===== config.mk =====
export PLATFORM = sky130hd
export DESIGN_NAME = mqtt_packet_header_parser
export DESIGN_NICKNAME = d
export VERILOG_FILES = /design/src/rtl/core/mqp_pkg.sv /design/src/rtl/core/mqp_front.sv /design/src/rtl/core/mqp_back.sv /design/src/rtl/core/mqtt_packet_header_parser.sv
export SDC_FILE = /design/constraint.sdc
export NUM_CORES = 1
export LEC_CHECK = 0
export ABC_AREA = 0
export BUFFER_PORTS_ARGS = -buffer_cell sky130_fd_sc_hd__buf_4
export CAP_MARGIN = 10
export CELL_PAD_IN_SITES_DETAIL_PLACEMENT = 0
export CELL_PAD_IN_SITES_GLOBAL_PLACEMENT = 1
export CORE_MARGIN = 2
export CORE_UTILIZATION = 51
export CTS_CLUSTER_SIZE = 8
export DETAILED_ROUTE_END_ITERATION = 7
export PLACE_DENSITY = 0.87
export SLEW_MARGIN = 20
export SYNTH_ARGS = -nofsm -noshare
export SYNTH_HDL_FRONTEND = slang
export SYNTH_SLANG_ARGS = --single-unit

===== constraint.sdc =====
create_clock -name clk -period 12.7 [get_ports clk]
set_input_delay 2.54 -clock clk [delete_from_list [all_inputs] [get_ports clk]]
set_output_delay 2.54 -clock clk [all_outputs]
set_load 0.005 [all_outputs]

===== src/rtl/core/mqp_pkg.sv =====
package mqp_pkg;

    // Field widths
    localparam int BYTE_W = 8;
    localparam int NIB_W = 4;
    localparam int LEN_W = 28;
    localparam int TLEN_W = 16;
    localparam int ROLE_W = 3;
    localparam int STAT_W = 2;
    localparam int CNT_W = 3;
    localparam int SHIFT_W = 5;

    // Most remaining-length bytes a packet may carry
    localparam int MAX_LENGTH_BYTES = 4;

    // Stream widths
    localparam int OUT_FIELDS_W = BYTE_W + 2 * NIB_W + LEN_W + TLEN_W + LEN_W + STAT_W;
    localparam int OUT_DATA_W = ((OUT_FIELDS_W + 7) / 8) * 8;
    localparam int OUT_PAD_W = OUT_DATA_W - OUT_FIELDS_W;

    // Queue between front and back end
    localparam int QUEUE_DEPTH = 2;
    localparam int QPTR_W = (QUEUE_DEPTH > 1) ? $clog2(QUEUE_DEPTH) : 1;
    localparam int QCNT_W = $clog2(QUEUE_DEPTH + 1);

    // Packet types
    localparam logic [NIB_W-1:0] TYPE_CONNECT    = 4'd1;
    localparam logic [NIB_W-1:0] TYPE_CONNACK    = 4'd2;
    localparam logic [NIB_W-1:0] TYPE_PUBLISH    = 4'd3;
    localparam logic [NIB_W-1:0] TYPE_PUBACK     = 4'd4;
    localparam logic [NIB_W-1:0] TYPE_SUBSCRIBE  = 4'd8;
    localparam logic [NIB_W-1:0] TYPE_SUBACK     = 4'd9;
    localparam logic [NIB_W-1:0] TYPE_PINGREQ    = 4'd12;
    localparam logic [NIB_W-1:0] TYPE_PINGRESP   = 4'd13;
    localparam logic [NIB_W-1:0] TYPE_DISCONNECT = 4'd14;

    localparam logic [NIB_W-1:0] FLAGS_NONE      = 4'h0;
    localparam logic [NIB_W-1:0] FLAGS_SUBSCRIBE = 4'h2;
    localparam logic [1:0]       QOS_ZERO        = 2'h0;
    localparam logic [1:0]       QOS_BAD         = 2'h3;

    // Byte roles
    localparam logic [ROLE_W-1:0] ROLE_HEADER  = 3'd0;
    localparam logic [ROLE_W-1:0] ROLE_LENGTH  = 3'd1;
    localparam logic [ROLE_W-1:0] ROLE_TLEN    = 3'd2;
    localparam logic [ROLE_W-1:0] ROLE_TOPIC   = 3'd3;
    localparam logic [ROLE_W-1:0] ROLE_PAYLOAD = 3'd4;
    localparam logic [ROLE_W-1:0] ROLE_OTHER   = 3'd5;
    localparam logic [ROLE_W-1:0] ROLE_DISCARD = 3'd6;

    // Status codes
    localparam logic [STAT_W-1:0] ST_OK          = 2'd0;
    localparam logic [STAT_W-1:0] ST_PROTOCOL    = 2'd1;
    localparam logic [STAT_W-1:0] ST_MALFORMED   = 2'd2;
    localparam logic [STAT_W-1:0] ST_UNSUPPORTED = 2'd3;

    // Parser phase
    typedef enum logic [2:0] {
        PH_HEADER,
        PH_LENGTH,
        PH_TLEN_HI,
        PH_TLEN_LO,
        PH_TOPIC,
        PH_PAYLOAD,
        PH_OTHER,
        PH_DISCARD
    } phase_t;

    // One classified byte, as queued between front and back end
    typedef struct packed {
        logic              hdr_ok;
        logic              start;
        logic [BYTE_W-1:0] data;
    } entry_t;

    // Header check: type and flag nibble taken from one byte
    function automatic logic header_ok(input logic [BYTE_W-1:0] b);
        logic [NIB_W-1:0] ptype;
        logic [NIB_W-1:0] flags;
        logic             ok;
        ptype = b[7:4];
        flags = b[3:0];
        case (ptype)
            TYPE_CONNECT, TYPE_CONNACK, TYPE_PUBACK, TYPE_SUBACK,
            TYPE_PINGREQ, TYPE_PINGRESP, TYPE_DISCONNECT:
                ok = (flags == FLAGS_NONE);
            TYPE_PUBLISH:
                ok = (flags[2:1] != QOS_BAD);
            TYPE_SUBSCRIBE:
                ok = (flags == FLAGS_SUBSCRIBE);
            default:
                ok = 1'b0;
        endcase
        return ok;
    endfunction

endpackage


===== src/rtl/core/mqp_front.sv =====
module mqp_front
(
    input  logic                          clk,
    input  logic                          rst_n,
    input  logic                          s_tvalid,
    output logic                          s_tready,
    input  logic [mqp_pkg::BYTE_W-1:0]    s_tdata,   // [7:0] data_byte
    input  logic [0:0]                    s_tuser,   // [0] frame_start
    output mqp_pkg::entry_t               q_entry,
    output logic                          q_valid,
    input  logic                          q_pop
);

    mqp_pkg::entry_t                  queue_reg [mqp_pkg::QUEUE_DEPTH];
    logic [mqp_pkg::QPTR_W-1:0]       wr_ptr_reg, wr_ptr_next;
    logic [mqp_pkg::QPTR_W-1:0]       rd_ptr_reg, rd_ptr_next;
    logic [mqp_pkg::QCNT_W-1:0]       count_reg, count_next;
    logic                             push;
    logic                             pop;
    mqp_pkg::entry_t                  new_entry;

    // Classify the incoming byte
    always_comb
    begin
        new_entry.data   = s_tdata;
        new_entry.start  = s_tuser[0];
        new_entry.hdr_ok = mqp_pkg::header_ok(s_tdata);
    end

    assign s_tready = (count_reg != mqp_pkg::QCNT_W'(mqp_pkg::QUEUE_DEPTH));
    assign push     = s_tvalid && s_tready;
    assign q_valid  = (count_reg != '0);
    assign pop      = q_pop && q_valid;
    assign q_entry  = queue_reg[rd_ptr_reg];

    // Pointer and fill count update
    always_comb
    begin
        wr_ptr_next = wr_ptr_reg;
        rd_ptr_next = rd_ptr_reg;
        count_next  = count_reg;
        if (push)
        begin
            wr_ptr_next = (wr_ptr_reg == mqp_pkg::QPTR_W'(mqp_pkg::QUEUE_DEPTH - 1)) ?
                          '0 : wr_ptr_reg + mqp_pkg::QPTR_W'(1);
        end
        if (pop)
        begin
            rd_ptr_next = (rd_ptr_reg == mqp_pkg::QPTR_W'(mqp_pkg::QUEUE_DEPTH - 1)) ?
                          '0 : rd_ptr_reg + mqp_pkg::QPTR_W'(1);
        end
        if (push && !pop)
        begin
            count_next = count_reg + mqp_pkg::QCNT_W'(1);
        end
        else if (pop && !push)
        begin
            count_next = count_reg - mqp_pkg::QCNT_W'(1);
        end
    end

    always_ff @(posedge clk or negedge rst_n)
    begin
        if (!rst_n)
        begin
            wr_ptr_reg <= '0;
            rd_ptr_reg <= '0;
            count_reg  <= '0;
        end
        else
        begin
            wr_ptr_reg <= wr_ptr_next;
            rd_ptr_reg <= rd_ptr_next;
            count_reg  <= count_next;
        end
    end

    // Queue storage, no reset
    always_ff @(posedge clk)
    begin
        if (push)
        begin
            queue_reg[wr_ptr_reg] <= new_entry;
        end
    end

endmodule


===== src/rtl/core/mqp_back.sv =====
module mqp_back
(
    input  logic                              clk,
    input  logic                              rst_n,
    input  mqp_pkg::entry_t                   q_entry,
    input  logic                              q_valid,
    output logic                              q_pop,
    output logic                              m_tvalid,
    input  logic                              m_tready,
    // [7:0] byte_echo, [11:8] packet_type, [15:12] packet_flags,
    // [43:16] body_length, [59:44] topic_size, [87:60] payload_length,
    // [89:88] status, rest zero
    output logic [mqp_pkg::OUT_DATA_W-1:0]    m_tdata,
    output logic [mqp_pkg::ROLE_W-1:0]        m_tuser,   // [2:0] byte_role
    output logic                              m_tlast
);

    // Parser state
    mqp_pkg::phase_t                  phase_reg, phase_next;
    logic [mqp_pkg::NIB_W-1:0]        type_reg, type_next;
    logic [mqp_pkg::NIB_W-1:0]        flags_reg, flags_next;
    logic [mqp_pkg::LEN_W-1:0]        acc_reg, acc_next;
    logic [mqp_pkg::CNT_W-1:0]        cnt_reg, cnt_next;
    logic [mqp_pkg::LEN_W-1:0]        left_reg, left_next;
    logic [mqp_pkg::TLEN_W-1:0]       tlen_reg, tlen_next;
    logic [mqp_pkg::TLEN_W-1:0]       tleft_reg, tleft_next;
    logic [mqp_pkg::LEN_W-1:0]        pay_reg, pay_next;

    // Output register
    logic                             out_valid_reg;
    logic [mqp_pkg::BYTE_W-1:0]       out_byte_reg;
    logic [mqp_pkg::ROLE_W-1:0]       out_role_reg;
    logic [mqp_pkg::NIB_W-1:0]        out_type_reg;
    logic [mqp_pkg::NIB_W-1:0]        out_flags_reg;
    logic [mqp_pkg::LEN_W-1:0]        out_body_reg;
    logic [mqp_pkg::TLEN_W-1:0]       out_tlen_reg;
    logic [mqp_pkg::LEN_W-1:0]        out_pay_reg;
    logic [mqp_pkg::STAT_W-1:0]       out_stat_reg;
    logic                             out_last_reg;

    // Per-byte results
    logic [mqp_pkg::ROLE_W-1:0]       role;
    logic [mqp_pkg::STAT_W-1:0]       status;
    logic                             last;
    logic                             show_pay;
    logic [mqp_pkg::BYTE_W-1:0]       b;
    logic [mqp_pkg::SHIFT_W-1:0]      shift_amt;
    logic [mqp_pkg::LEN_W-1:0]        left_dec;

    assign q_pop    = q_valid && (!out_valid_reg || m_tready);
    assign b        = q_entry.data;
    assign left_dec = left_reg - mqp_pkg::LEN_W'(1);
    // 7 * group index, as 8c - c
    assign shift_amt = {cnt_reg[1:0], 3'b000} - {3'b000, cnt_reg[1:0]};

    // Parser next state and per-byte labels
    always_comb
    begin
        phase_next = phase_reg;
        type_next  = type_reg;
        flags_next = flags_reg;
        acc_next   = acc_reg;
        cnt_next   = cnt_reg;
        left_next  = left_reg;
        tlen_next  = tlen_reg;
        tleft_next = tleft_reg;
        pay_next   = pay_reg;
        role       = mqp_pkg::ROLE_DISCARD;
        status     = mqp_pkg::ST_OK;
        last       = 1'b0;
        show_pay   = 1'b0;

        if (q_entry.start || phase_reg == mqp_pkg::PH_HEADER)
        begin
            // Header byte: start a fresh packet
            role       = mqp_pkg::ROLE_HEADER;
            type_next  = b[7:4];
            flags_next = b[3:0];
            acc_next   = '0;
            cnt_next   = '0;
            left_next  = '0;
            tlen_next  = '0;
            tleft_next = '0;
            if (q_entry.hdr_ok)
            begin
                phase_next = mqp_pkg::PH_LENGTH;
            end
            else
            begin
                status     = mqp_pkg::ST_PROTOCOL;
                last       = 1'b1;
                phase_next = mqp_pkg::PH_DISCARD;
            end
        end
        else
        begin
            case (phase_reg)
                mqp_pkg::PH_LENGTH:
                begin
                    role     = mqp_pkg::ROLE_LENGTH;
                    cnt_next = cnt_reg + mqp_pkg::CNT_W'(1);
                    if (cnt_next > mqp_pkg::CNT_W'(mqp_pkg::MAX_LENGTH_BYTES))
                    begin
                        status     = mqp_pkg::ST_PROTOCOL;
                        last       = 1'b1;
                        phase_next = mqp_pkg::PH_DISCARD;
                    end
                    else
                    begin
                        acc_next = acc_reg + (mqp_pkg::LEN_W'(b[6:0]) << shift_amt);
                        if (!b[7])
                        begin
                            // Last length byte
                            left_next = acc_next;
                            if (type_reg == mqp_pkg::TYPE_PUBLISH)
                            begin
                                if (flags_reg[2:1] != mqp_pkg::QOS_ZERO)
                                begin
                                    status     = mqp_pkg::ST_UNSUPPORTED;
                                    last       = 1'b1;
                                    phase_next = mqp_pkg::PH_DISCARD;
                                end
                                else if (acc_next < mqp_pkg::LEN_W'(2))
                                begin
                                    status     = mqp_pkg::ST_MALFORMED;
                                    last       = 1'b1;
                                    phase_next = mqp_pkg::PH_DISCARD;
                                end
                                else
                                begin
                                    phase_next = mqp_pkg::PH_TLEN_HI;
                                end
                            end
                            else if (acc_next == '0)
                            begin
                                last       = 1'b1;
                                phase_next = mqp_pkg::PH_HEADER;
                            end
                            else
                            begin
                                phase_next = mqp_pkg::PH_OTHER;
                            end
                        end
                    end
                end
                mqp_pkg::PH_TLEN_HI:
                begin
                    role       = mqp_pkg::ROLE_TLEN;
                    tlen_next  = {b, 8'h00};
                    left_next  = left_dec;
                    // body minus the two topic-length bytes, topic taken off next byte
                    pay_next   = acc_reg - mqp_pkg::LEN_W'(2);
                    phase_next = mqp_pkg::PH_TLEN_LO;
                end
                mqp_pkg::PH_TLEN_LO:
                begin
                    role      = mqp_pkg::ROLE_TLEN;
                    tlen_next = {tlen_reg[15:8], b};
                    left_next = left_dec;
                    if (mqp_pkg::LEN_W'(tlen_next) > left_next)
                    begin
                        status     = mqp_pkg::ST_MALFORMED;
                        last       = 1'b1;
                        phase_next = mqp_pkg::PH_DISCARD;
                    end
                    else
                    begin
                        show_pay   = 1'b1;
                        tleft_next = tlen_next;
                        pay_next   = pay_reg - mqp_pkg::LEN_W'(tlen_next);
                        if (left_next == '0)
                        begin
                            last       = 1'b1;
                            phase_next = mqp_pkg::PH_HEADER;
                        end
                        else if (tlen_next != '0)
                        begin
                            phase_next = mqp_pkg::PH_TOPIC;
                        end
                        else
                        begin
                            phase_next = mqp_pkg::PH_PAYLOAD;
                        end
                    end
                end
                mqp_pkg::PH_TOPIC:
                begin
                    role       = mqp_pkg::ROLE_TOPIC;
                    show_pay   = 1'b1;
                    left_next  = left_dec;
                    tleft_next = tleft_reg - mqp_pkg::TLEN_W'(1);
                    if (left_next == '0)
                    begin
                        last       = 1'b1;
                        phase_next = mqp_pkg::PH_HEADER;
                    end
                    else if (tleft_next == '0)
                    begin
                        phase_next = mqp_pkg::PH_PAYLOAD;
                    end
                end
                mqp_pkg::PH_PAYLOAD:
                begin
                    role      = mqp_pkg::ROLE_PAYLOAD;
                    show_pay  = 1'b1;
                    left_next = left_dec;
                    if (left_next == '0)
                    begin
                        last       = 1'b1;
                        phase_next = mqp_pkg::PH_HEADER;
                    end
                end
                mqp_pkg::PH_OTHER:
                begin
                    role      = mqp_pkg::ROLE_OTHER;
                    left_next = left_dec;
                    if (left_next == '0)
                    begin
                        last       = 1'b1;
                        phase_next = mqp_pkg::PH_HEADER;
                    end
                end
                default:
                begin
                    role       = mqp_pkg::ROLE_DISCARD;
                    phase_next = mqp_pkg::PH_DISCARD;
                end
            endcase
        end
    end

    // Control state
    always_ff @(posedge clk or negedge rst_n)
    begin
        if (!rst_n)
        begin
            phase_reg     <= mqp_pkg::PH_HEADER;
            type_reg      <= '0;
            flags_reg     <= '0;
            acc_reg       <= '0;
            cnt_reg       <= '0;
            left_reg      <= '0;
            tlen_reg      <= '0;
            tleft_reg     <= '0;
            out_valid_reg <= 1'b0;
        end
        else
        begin
            if (q_pop)
            begin
                phase_reg <= phase_next;
                type_reg  <= type_next;
                flags_reg <= flags_next;
                acc_reg   <= acc_next;
                cnt_reg   <= cnt_next;
                left_reg  <= left_next;
                tlen_reg  <= tlen_next;
                tleft_reg <= tleft_next;
            end
            if (q_pop)
            begin
                out_valid_reg <= 1'b1;
            end
            else if (m_tready)
            begin
                out_valid_reg <= 1'b0;
            end
        end
    end

    // Payload registers, no reset
    always_ff @(posedge clk)
    begin
        if (q_pop)
        begin
            pay_reg       <= pay_next;
            out_byte_reg  <= b;
            out_role_reg  <= role;
            out_type_reg  <= type_next;
            out_flags_reg <= flags_next;
            out_body_reg  <= acc_next;
            out_tlen_reg  <= tlen_next;
            out_pay_reg   <= show_pay ? pay_next : '0;
            out_stat_reg  <= status;
            out_last_reg  <= last;
        end
    end

    assign m_tvalid = out_valid_reg;
    assign m_tuser  = out_role_reg;
    assign m_tlast  = out_last_reg;
    assign m_tdata  = {{mqp_pkg::OUT_PAD_W{1'b0}}, out_stat_reg, out_pay_reg, out_tlen_reg,
                       out_body_reg, out_flags_reg, out_type_reg, out_byte_reg};

    // Discarded bytes never end a packet or carry an error
    a_discard_quiet: assert property (@(posedge clk) disable iff (!rst_n)
        (m_tvalid && m_tuser == mqp_pkg::ROLE_DISCARD) |->
        (!m_tlast && out_stat_reg == mqp_pkg::ST_OK))
        else $error("discarded byte marked last or with error");

    // Every error closes the packet
    a_error_last: assert property (@(posedge clk) disable iff (!rst_n)
        (m_tvalid && out_stat_reg != mqp_pkg::ST_OK) |-> m_tlast)
        else $error("error status without last");

    // Once discarding, only a frame start leaves that state
    a_discard_holds: assert property (@(posedge clk) disable iff (!rst_n)
        (q_pop && !q_entry.start && phase_reg == mqp_pkg::PH_DISCARD)
        |=> (out_role_reg == mqp_pkg::ROLE_DISCARD))
        else $error("left discard without frame start");

    // Payload length only shows on publish body bytes
    a_payload_roles: assert property (@(posedge clk) disable iff (!rst_n)
        (m_tvalid && out_pay_reg != '0) |->
        (m_tuser == mqp_pkg::ROLE_TLEN || m_tuser == mqp_pkg::ROLE_TOPIC ||
         m_tuser == mqp_pkg::ROLE_PAYLOAD))
        else $error("payload length on a non-publish byte");

endmodule


===== src/rtl/core/mqtt_packet_header_parser.sv =====
// MQTT 3.1.1 byte-stream labeller. Each input byte (tdata, with frame_start on
// tuser) yields exactly one output item that echoes the byte, gives its role in
// the packet (on tuser) and the header fields decoded so far; tlast marks the
// final byte of a packet or the byte that raised an error, after which bytes are
// labelled discarded until the next frame_start. Throughput is one byte per clock
// while the output is not stalled: the front end classifies the header bits and
// feeds a two-entry queue, and the back end parses one queued byte per cycle into
// an output register. An accepted byte passes through the queue and then the
// output register before it is offered on the output. Output backpressure holds
// the back end, and the input stalls only once the queue is full. There is no
// configuration and no clearing pass after reset.
module mqtt_packet_header_parser
(
    input  logic                              clk,
    input  logic                              rst_n,
    input  logic                              s_tvalid,
    output logic                              s_tready,
    input  logic [mqp_pkg::BYTE_W-1:0]        s_tdata,   // [7:0] data_byte
    input  logic [0:0]                        s_tuser,   // [0] frame_start
    output logic                              m_tvalid,
    input  logic                              m_tready,
    // [7:0] byte_echo, [11:8] packet_type, [15:12] packet_flags,
    // [43:16] body_length, [59:44] topic_size, [87:60] payload_length,
    // [89:88] status, rest zero
    output logic [mqp_pkg::OUT_DATA_W-1:0]    m_tdata,
    output logic [mqp_pkg::ROLE_W-1:0]        m_tuser,   // [2:0] byte_role
    output logic                              m_tlast
);

    mqp_pkg::entry_t q_entry;
    logic            q_valid;
    logic            q_pop;

    // Classification and queue
    mqp_front u_front
    (
        .clk      (clk),
        .rst_n    (rst_n),
        .s_tvalid (s_tvalid),
        .s_tready (s_tready),
        .s_tdata  (s_tdata),
        .s_tuser  (s_tuser),
        .q_entry  (q_entry),
        .q_valid  (q_valid),
        .q_pop    (q_pop)
    );

    // Parser and output register
    mqp_back u_back
    (
        .clk      (clk),
        .rst_n    (rst_n),
        .q_entry  (q_entry),
        .q_valid  (q_valid),
        .q_pop    (q_pop),
        .m_tvalid (m_tvalid),
        .m_tready (m_tready),
        .m_tdata  (m_tdata),
        .m_tuser  (m_tuser),
        .m_tlast  (m_tlast)
    );

endmodule


* Word level (Yosys, flattened, before mapping)
Memories as Yosys holds them, arrays and structs flattened.
Cells that the tools add are included.
** Word-level totals
- Memories :: 1
- Logic and storage cells :: 163
- Output and inout port bits :: 102
- Register bits after elaboration :: 229
- Bits of input ports :: 13
- Memory bits (writable) :: 20
** Operators by class
- Shift operators :: 1
- Equality and inequality tests :: 25
- Add/sub/neg operators :: 11
- Reduce and logical (&&, ||, !) cells :: 33
- Order comparisons :: 3
- Multiplexer cells :: 67
** Memory list
- u_front.queue_reg :: words 2, bits a word 10, rd ports 1, clocked after Yosys merged registers in 0, write ports 1, line mqp_front.sv:14 : mqp_pkg::entry_t queue_reg [mqp_pkg::QUEUE_DEPTH];
** Operators by type and width (count)
- 2-to-1 mux 28 bit :: 8
- one-hot mux 28 bit (2 select lines) :: 2
- one-hot mux 16 bit (2 select lines) :: 2
- logical NOT 28 bit :: 2
- 2-to-1 mux 16 bit :: 3
- 2-to-1 mux 3 bit :: 15
- one-hot mux 3 bit (5 select lines) :: 2
- adder 28 bit :: 1
- greater-than comparator 16 x 28 -> 1 bit :: 1
- < comparator 28 x 2 -> 1 bit, second input constant :: 1
- << shifter 7 x 5 -> 28 bit :: 1
- subtractor 28 x 1 -> 28 bit, second input constant :: 1
- subtractor 28 x 16 -> 28 bit :: 1
- subtractor 28 x 2 -> 28 bit, second input constant :: 1
- == test 4 bit, second input constant :: 5
- 2-to-1 mux 1 bit :: 20
- 2-to-1 mux 2 bit :: 9
- == test 4 x 2 -> 1 bit, second input constant :: 4
- logical NOT 16 bit :: 1
- nonzero test 16 bit :: 1
- subtractor 16 x 1 -> 16 bit, second input constant :: 1
- nonzero test 2 bit :: 5
- == test 3 bit, second input constant :: 3
- 2-to-1 mux 4 bit :: 2
- other kinds (32) :: 48

* Logic depth before layout (Yosys ltp)
Gate-level depths: netlist of run 1.
- Depth after elaboration :: 11
- Mapped depth :: 24
- Gate-level depth less buffers :: 20

* By module
Synthesis of run 1 repeated with hierarchy kept, for this count alone.
** Unflattened totals
- Cells, all modules :: 1886
- Area, all modules :: 16445.8 µm²
** By module, submodules not included
- mqp_back :: seq. area each 6241.0 µm², instances 1, area each 15447.3 µm², cells each 1826
- mqp_front :: seq. area each 700.7 µm², instances 1, area each 998.5 µm², cells each 60

* Least setup slack after synthesis of run 1
OpenSTA, ideal clock, no wires.
- Path kind :: input-to-reg
- From :: input m_tready
- To :: register u_back.out_last_reg, in the netlist u_back.m_tlast, enable pin
- Arrival time :: 7.029 ns
- Required time :: 12.167 ns
- Buffers on the path :: 3
- Setup time :: 0.533 ns
- Stages on the path :: 6
- Slack :: 5.137 ns
- Cell sequence :: nand2b_1 -> o21ai_0 -> inv_1 -> clkbuf_1 -> clkbuf_1 -> buf_1
** On the way
- Word-level cells in the longest chain between the ends :: 2
** Ends and longest elaborated chain
- start, declared :: line mqtt_packet_header_parser.sv:21 : input logic m_tready,
- logical OR 1 bit :: line mqp_back.sv:50 : assign q_pop = q_valid && (!out_valid_reg || m_tready);
- logical AND 1 bit :: line mqp_back.sv:50
- named net q_pop :: line mqtt_packet_header_parser.sv:32 : logic q_pop;
- end signal, assigned :: line mqp_back.sv:285 : out_last_reg <= last;
- end, declared :: line mqp_back.sv:39 : logic out_last_reg;
The timed path passes the listed nets, and every way through them passes these cells.
A chain may end at the register's enable or synchronous reset.

==> results of run 1 <==
[final cells by class]
cell class,count,area [sq um]
fillers,2715,12530
repair buffers,128,960.9
flip-flops and latches,249,6942
multi-input cells,1388,8314
well taps,396,495.5
clock inverters,2,21.27
clock buffers,62,1051
inverters,50,192.7
[cells by family (layout without fill, tap and decap cells)]
| logic type | after synthesis | count (layout) | synth area share (%) |
|---|---|---|---|
| compound gates | 469 | 469 | 18.70 |
| flops | 249 | 249 | 43.97 |
| xor+xnor | 81 | 81 | 4.494 |
| buf+inv | 145 | 242 | 3.717 |
| other cells | 1 | 6 | 0.02375 |
| simple gates | 730 | 730 | 21.23 |
| fa+ha+maj | 71 | 71 | 5.722 |
| mux | 31 | 31 | 2.148 |
[synthesized netlist by cell type (all sizes together) (7+ instances only)]
cell    count  share of area (%)
nand2b     15               0.59
buf        20               0.75
ha         69                5.5
a211oi     17               0.81
nor2b      30                1.2
mux2i      17                1.1
or3         7               0.28
xnor2      59                3.3
a21o       19               0.91
edfxtp    142                 27
o21a        9               0.43
nor4       27                1.2
a31oi      23                1.0
o22ai      10               0.40
clkbuf     75                1.8
a221o       9               0.57
or4        13               0.64
nand3      40                1.3
a22oi      16               0.76
nor2      199                4.7
mux2       13               0.93
inv        49                1.2
a21oi     136                4.3
o31ai       7               0.33
xor2       22                1.2
a211o       8               0.44
dfrtp     107                 17
and3       14               0.59
nand4      13               0.52
or2         7               0.28
o211ai     17               0.93
o21ai     144                4.6
nor3       49                1.6
nand2     286                6.8
[path summary, 6_finish.rpt]
| check | endpoint | slack, ns | cells past startpoint |
|---|---|---|---|
| min reg2reg | u_back.tlen_reg[0] | 0.48 | 2 |
| min in group asynchronous | u_back.m_tvalid | 2.05 | 1 |
| max in group asynchronous | u_back.acc_reg[17] | 9.29 | 2 |
| max | u_back.out_stat_reg[1] | 6.10 | 19 |
| max reg2reg | u_back.out_stat_reg[1] | 6.10 | 19 |
| min | u_back.tlen_reg[0] | 0.48 | 2 |
[metrics by stage]
stage / utilization, % / cell area, sq um / worst slack, ns / hold WS [ns] / instances
6_report: 58.92 / 17980 / 6.099 / 0.4780 / 2275
5_1_grt: 58.92 / 17980 / 5.694 / 0.4967 / 2275
4_1_cts: 58.92 / 17970 / 6.196 / 0.4793 / 2275
3_5_place_dp: 55.40 / 16900 / 6.228 / 0.4674 / 2211
3_3_place_gp: 55.40 / 16900 / 6.359 / 0.4595 / 2211
2_1_floorplan: - / 15810 / 5.137 / 0.4462 / 1782
[tightest hold or removal path, stage by stage, from the launching register on]
cell     delay [ns]
dfrtp_1        0.34
nand2_1        0.05
nand2_1        0.05
[cells in the final DEF (no fill, tap or decap), types with 7 or more instances in the layout]
cell type	n
nor3_1	49
nand2b_1	15
a22oi_1	16
o21ai_0	138
a31oi_1	22
mux2i_1	17
nor2b_1	30
inv_1	48
ha_1	69
nor2_1	197
nor4_1	24
and3_1	13
nand2_1	283
clkbuf_16	38
a21oi_1	135
clkbuf_1	23
nand3_1	40
xnor2_1	59
o21a_1	9
or3_1	7
edfxtp_1	142
o22ai_1	10
a211oi_1	17
a21o_1	18
o31ai_1	7
a221o_1	9
dfrtp_1	107
mux2_2	13
a211o_1	8
buf_4	128
or4_1	12
xor2_1	22
nand4_1	13
o211ai_1	15
[per-layer routing]
metal  global-route usage [%]  share of wire (%)
met5                        0                  0
met2                    47.10                 45
met4                    11.51                3.9
met3                    4.133                6.5
met1                    43.55                 45
==> flow_summary.toml, run 1 <==
[outcome]
status = "finished clean"

[timing]
fin_crit_ns = 6.601
rsz0062_at_grt = "no"
maxSlewViolCount = 0
fin_tns_setup_ns = 0
finClkSkew_ns = 0.01607
max_freq_mhz = 151.5
tightest_slew_ns = 1.084
slew_headroom_pct = 26.77
setup_viol = 0
finalHoldViolCount = 0
fin_crit_sh_pct = 51.98

[synth]
synth-seq-cells = 249
seq_area_frac_synth_pct = 43.97
synthFlopType = "edfxtp_1"
synth_area_sq_um = 15790
async_reset_ff_share_pct = 42.97
synth_cells = 1777
synth_warnings = 0
ys_types = 91
avgSynthCellArea_sq_um = 8.884
synth_edf_count = 142

[global_route]
grt_pass1_vias = 13250
grt_overflow = 0
grt_antenna_before_repair = 0
grt_usage_pct = 30.40
grt_pass1_wl_um = 77070
grt_max_degree = 87

[layout]
nNetsFinal = 1938
n_antenna_cell = 0
drive_gt1_share_pct = 11.44
syn_to_final_growth_pct = 13.88

[clock_tree]
cts_setup_buffers = 0
clock-root-buffer = "clkbuf_16"
cts_tree = "built"
clk_path_buf_depth = 3
clk_pin_slew_ns = 0.06
cts_resized = 0
holdBufCountCts = 0
cts.sinks = 249
clock_latency_ns = 0.52
cts_buffers = 37
h-tree-depth = 2

[route]
drc = 0
final_antenna_net_count = 0
post_drt_wl_per_cell_um = 21.91
dr.pass1.iters = 7
viasPerCell = 6.145
via_count = 13980
routed_wl_um = 49860
drt_iter0_markers = 1163

[worst_setup_path]
critical_path.endpoint_type = "register"
startpoint_type = "register"
worstReg2RegStart = "u_front.rd_ptr_reg"
worst-path-max-fanout = 13
crit_start = "u_front.rd_ptr_reg"
critPathMaxStageDelay_ns = 0.83
cp.arrival_ns = 6.97
path_cells = "mux2i_1, inv_1, o211ai_1, o21ai_0, a22oi_1, inv_1, a21oi_1, nor2_1, ha_1, a21oi_1, o21ai_0, a311oi_1, o21ai_0, a211o_1, xnor2_1, nor4b_1, nand4_1, a2111o_1, a21oi_1"
crit_buf_inv = 2
slowest_stage = "mux2i_1"
path_class = "reg -> reg"
cp_top_family = "compound AO/OA/AOI/OAI gates"
critPathRequiredTime_ns = 13.07

[die]
die-area_sq_um = 32380
ios = 115
start_util_pct = 51.74
die_h_um = 179.9
rows = 64
core_sq_um = 30510
die_w_um = 179.9

[flow_run]
cap_viol_max_count = 0

[place]
globalplace.congestion = 0.9508
dp_hpwl_um = 36380
port_buffers = 108

[hold_path]
hold_start = "u_back.tlen_reg[0]"
hold_class = "reg -> reg"
Power of run 1 is left out: the tool's default activity adds up to more than one toggle a clock period on the data nets, which glitch-free logic cannot reach.
==> run 2, diff against run 1 <==
--- a/config.mk
+++ b/config.mk
@@ -11,10 +11,10 @@
 export CELL_PAD_IN_SITES_DETAIL_PLACEMENT = 0
 export CELL_PAD_IN_SITES_GLOBAL_PLACEMENT = 1
 export CORE_MARGIN = 2
-export CORE_UTILIZATION = 51
+export CORE_UTILIZATION = 43
 export CTS_CLUSTER_SIZE = 8
 export DETAILED_ROUTE_END_ITERATION = 7
-export PLACE_DENSITY = 0.87
+export PLACE_DENSITY = 0.78
 export SLEW_MARGIN = 20
 export SYNTH_ARGS = -nofsm -noshare
 export SYNTH_HDL_FRONTEND = slang
==> constraint.sdc (replaced) <==
create_clock -name clk -period 5.7 [get_ports clk]
set_input_delay 1.14 -clock clk [delete_from_list [all_inputs] [get_ports clk]]
set_output_delay 1.14 -clock clk [all_outputs]
set_load 0.005 [all_outputs]
==> flow_summary.toml, run 2 (synthesized netlist as in run 1, its figures left out) <==
[global_route]
grt_max_degree = 88
grt_antenna_before_repair = 0
grt_pass1_vias = 13150
grt_pass1_wl_um = 78220
grt_overflow = 0
grt_usage_pct = 26.42

[clock_tree]
cts_setup_buffers = 0
holdBufCountCts = 0
cts_resized = 0
cts_tree = "built"
h-tree-depth = 2
clk_path_buf_depth = 3
clk_pin_slew_ns = 0.05
cts_buffers = 37
clock_latency_ns = 0.55
clock-root-buffer = "clkbuf_16"
cts.sinks = 249

[timing]
finClkSkew_ns = 0.01975
fin_tns_setup_ns = 0
whs_ns = 0.4775
rsz0062_at_grt = "no"
tightest_slew_ns = 1.021
max_freq_mhz = 189.2
fin_crit_sh_pct = 92.73
slew_headroom_pct = 31.93
finalHoldViolCount = 0
maxSlewViolCount = 0
setup_viol = 0
fin_crit_ns = 5.286

[layout]
nNetsFinal = 1968
final_cell_area_sq_um = 18340
n_fill_cell = 3411
layout_common_cells = "nand2_1, nor2_1, buf_4"
n_antenna_cell = 0
layout_commonest_cell = "nand2_1"
syn_to_final_growth_pct = 16.18
final_util_pct = 50.46
drive_gt1_share_pct = 13.08

[die]
ios = 115
start_util_pct = 43.43
die-area_sq_um = 38260
core_sq_um = 36350
rows = 70
die_w_um = 195.6
die_h_um = 195.6

[route]
dr.pass1.iters = 6
via_count = 14040
drt_iter0_markers = 1255
viasPerCell = 5.897
routed_wl_um = 50470
drc = 0
post_drt_wl_per_cell_um = 21.21
final_antenna_net_count = 0

[worst_setup_path]
path_class = "reg -> reg"
critical_path.endpoint_type = "register"
critPathRequiredTime_ns = 6.09
path_cells = "buf_4, mux2i_1, inv_1, o21ai_1, o21ai_0, o21ai_0, nor2_1, a31oi_1, nor2_1, ha_2, and4_1, nor3b_1, a221oi_1, buf_4, o21ai_0, a211oi_1, a211oi_1, nor4b_1, nand4_1, buf_4, a2111o_1, a21oi_1"
slowest_stage = "ha_2"
startpoint_type = "register"
critPathMaxStageDelay_ns = 0.42
crit_buf_inv = 4
cp_top_family = "compound AO/OA/AOI/OAI gates"
cp.arrival_ns = 5.68
r2r.worst_path.cells = 22
worstSetupPathDepth = 22
worst-path-max-fanout = 8

[place]
port_buffers = 108
placed_cell_area_sq_um = 17220
dp_hpwl_um = 36930
globalplace.congestion = 0.9802

[outcome]
status = "finished clean"

[flow_run]
cap_viol_max_count = 0

[hold_path]
min_path_cells = 2
hold_class = "reg -> reg"
-- run 2: cell count changes in the layout (fill, tap and decap cells not counted), sizes merged --
cell and change:
buf +30, clkbuf +3, clkinv -1, inv +1
-- run 2: metrics by stage --
| step | cells | setup WS [ns] |
|---|---|---|
| 4_1_cts | 2380 | 0.2873 |
| 2_1_floorplan | 1782 | 0.05151 |
| 3_5_place_dp | 2313 | 0.3120 |
| 3_3_place_gp | 2313 | 0.4895 |
| 5_1_grt | 2380 | 0.01720 |
| 6_report | 2380 | 0.4142 |
-- run 2: worst min-delay path, stage by stage, from the launching register on --
cell	delay (ns)
dfrtp_1	0.33
nand2_1	0.06
nand2_1	0.06
-- run 2: layout make-up --
cell class              count  area (sq um)  area share, %
flip-flops and latches    249          6942          37.85
multi-input cells        1388          8337          45.46
clock inverters             2         13.76        0.07504
clock buffers              65          1084          5.908
well taps                 468         585.6          3.193
repair buffers            158          1186          6.467
inverters                  50         192.7          1.051
-- run 2: metal layers --
metal  wire (um)  global-route usage, %  vias up  share of wire, %
li1            -                      -     6672                 -
met5           0                      0        -                 0
met1       23230                  38.54     6833                46
met3        3283                  3.869       71               6.5
met2       22910                  41.14      459                45
met4        1051                  6.955        0               2.1
-- run 2: path summary, 6_finish.rpt --
check                                    from                endpoint  slack, ns
setup / recovery           u_front.rd_ptr_reg  u_back.out_stat_reg[1]       0.41
hold / removal             u_back.tlen_reg[6]      u_back.tlen_reg[6]       0.48
setup reg to reg           u_front.rd_ptr_reg  u_back.out_stat_reg[1]       0.41
hold reg to reg            u_back.tlen_reg[6]      u_back.tlen_reg[6]       0.48
max in group asynchronous               rst_n      u_back.type_reg[0]       3.79
min in group asynchronous               rst_n      u_back.tlen_reg[7]       0.73
Power of run 2 is left out for the same reason.
==> run 3, diff against run 2 <==
--- a/config.mk
+++ b/config.mk
@@ -6,15 +6,15 @@
 export NUM_CORES = 1
 export LEC_CHECK = 0
 export ABC_AREA = 0
-export BUFFER_PORTS_ARGS = -buffer_cell sky130_fd_sc_hd__buf_4
 export CAP_MARGIN = 10
 export CELL_PAD_IN_SITES_DETAIL_PLACEMENT = 0
 export CELL_PAD_IN_SITES_GLOBAL_PLACEMENT = 1
 export CORE_MARGIN = 2
-export CORE_UTILIZATION = 43
+export CORE_UTILIZATION = 45
 export CTS_CLUSTER_SIZE = 8
 export DETAILED_ROUTE_END_ITERATION = 7
-export PLACE_DENSITY = 0.78
+export DONT_BUFFER_PORTS = 1
+export PLACE_DENSITY = 0.77
 export SLEW_MARGIN = 20
 export SYNTH_ARGS = -nofsm -noshare
 export SYNTH_HDL_FRONTEND = slang
==> flow_summary.toml, run 3 (synthesized netlist as in run 1, its figures left out) <==
[timing]
tightest_slew_ns = 1.052
slew_headroom_pct = 29.85
fin_crit_sh_pct = 93.59
fin_tns_setup_ns = 0
maxSlewViolCount = 0
finalHoldViolCount = 0
finClkSkew_ns = 0.02007
rsz0062_at_grt = "no"
setup_viol = 0
max_freq_mhz = 187.4
fin_crit_ns = 5.335

[worst_setup_path]
crit_buf_inv = 2
cp.arrival_ns = 5.74
slowest_stage = "mux4_2"
critPathMaxStageDelay_ns = 0.56
startpoint_type = "register"
critPathRequiredTime_ns = 6.11
cp_top_family = "simple AND/OR/NAND/NOR gates"
path_cells = "buf_4, mux4_2, a211o_1, and3_1, ha_1, o211ai_1, o21ai_2, xnor2_1, or4_1, or4_1, nor4_1, and4b_1, nand4_1, buf_4, a2111o_1, a21oi_1"
worst-path-max-fanout = 5
path_class = "reg -> reg"
critical_path.endpoint_type = "register"

[flow_run]
cap_viol_max_count = 0

[die]
core_sq_um = 34540
die_h_um = 191.3
rows = 68
die-area_sq_um = 36600
die_w_um = 191.3
start_util_pct = 45.70
ios = 115

[global_route]
grt_antenna_before_repair = 0
busiest_layer = "met2"
grt_pass1_vias = 12830
grt_pass1_wl_um = 76320
met3_usage_pct = 6.260
grt_overflow = 0
grtUsageMet2_pct = 41.79
met1_usage_pct = 38.37
grt_max_degree = 108
grt_usage_pct = 27.37

[layout]
n_antenna_cell = 0
layout_commonest_cell = "nand2_1"
nNetsFinal = 1870
drive_gt1_share_pct = 8.494
layout_common_cells = "nand2_1, nor2_1, edfxtp_1"
syn_to_final_growth_pct = 11.40

[route]
dr.pass1.iters = 6
viasPerCell = 6.001
routed_wl_um = 49790
drt_iter0_markers = 1117
post_drt_wl_per_cell_um = 21.95
drc = 0
via_count = 13610
final_antenna_net_count = 0

[clock_tree]
clk_pin_slew_ns = 0.06
clock-root-buffer = "clkbuf_16"
clk_path_buf_depth = 3
holdBufCountCts = 0
cts.sinks = 249
cts_tree = "built"
h-tree-depth = 2
cts_buffers = 38
clock_latency_ns = 0.55

[place]
port_buffers = 0
dp_hpwl_um = 36500
globalplace.congestion = 0.9593

[hold_path]
hold_class = "in -> async"

[outcome]
status = "finished clean"
## run 3: changes by cell type in the layout (fill, tap and decap cells not counted), moves of 2 or more
cell	delta
buf_4	-99
o21ai_0	-2
a221oi_1	-2
a221oi_2	+2
## run 3: final cells by class
| class | instances | area (sq um) |
|---|---|---|
| clock buffer | 62 | 1041 |
| multi-input combinational | 1388 | 8351 |
| sequential | 249 | 6942 |
| inverter | 50 | 192.7 |
| fill | 3276 | 16960 |
| clock inverter | 5 | 47.55 |
| timing repair buffer | 59 | 442.9 |
| tap | 455 | 569.3 |
## run 3: worst paths after layout
kind	start	to	slack, ns	depth (start not counted)
min in group clk	u_back.tlen_reg[4]	u_back.tlen_reg[4]	0.47	2
max reg2reg	u_front.rd_ptr_reg	u_back.out_stat_reg[1]	0.37	16
max	u_front.rd_ptr_reg	u_back.out_stat_reg[1]	0.37	16
min	rst_n	u_back.tlen_reg[0]	0.29	0
max in group asynchronous	rst_n	u_back.acc_reg[9]	5.23	0
min reg2reg	u_back.tlen_reg[4]	u_back.tlen_reg[4]	0.47	2
## run 3: metrics by stage
step | cells | setup WS, ns | cell area (sq um) | util [%] | hold WS, ns
after detailed placement | 2199 | 0.1867 | 16440 | 47.58 | 0.4635
final | 2268 | 0.3651 | 17590 | 50.91 | 0.2866
after global placement | 2199 | 0.1962 | 16440 | 47.58 | 0.4585
after global routing | 2268 | 0.01589 | 17590 | 50.91 | 0.2644
after CTS | 2266 | 0.1376 | 17530 | 50.74 | 0.2582
after floorplan | 1782 | 0.05151 | 15810 | - | 0.4462
## run 3: metal layers
| metal | vias to the layer above | routed length [um] |
|---|---|---|
| met5 | - | 0 |
| met4 | 0 | 1482 |
| met3 | 83 | 3803 |
| met2 | 516 | 22120 |
| met1 | 6540 | 22380 |
| li1 | 6472 | - |
## run 3: what timing repair did
item | in CTS | in global routing
setup endpoints to repair | 0 | 5
gates resized for setup | 0 | 11
setup buffers | 0 | 2
Power of run 3 is left out for the same reason.
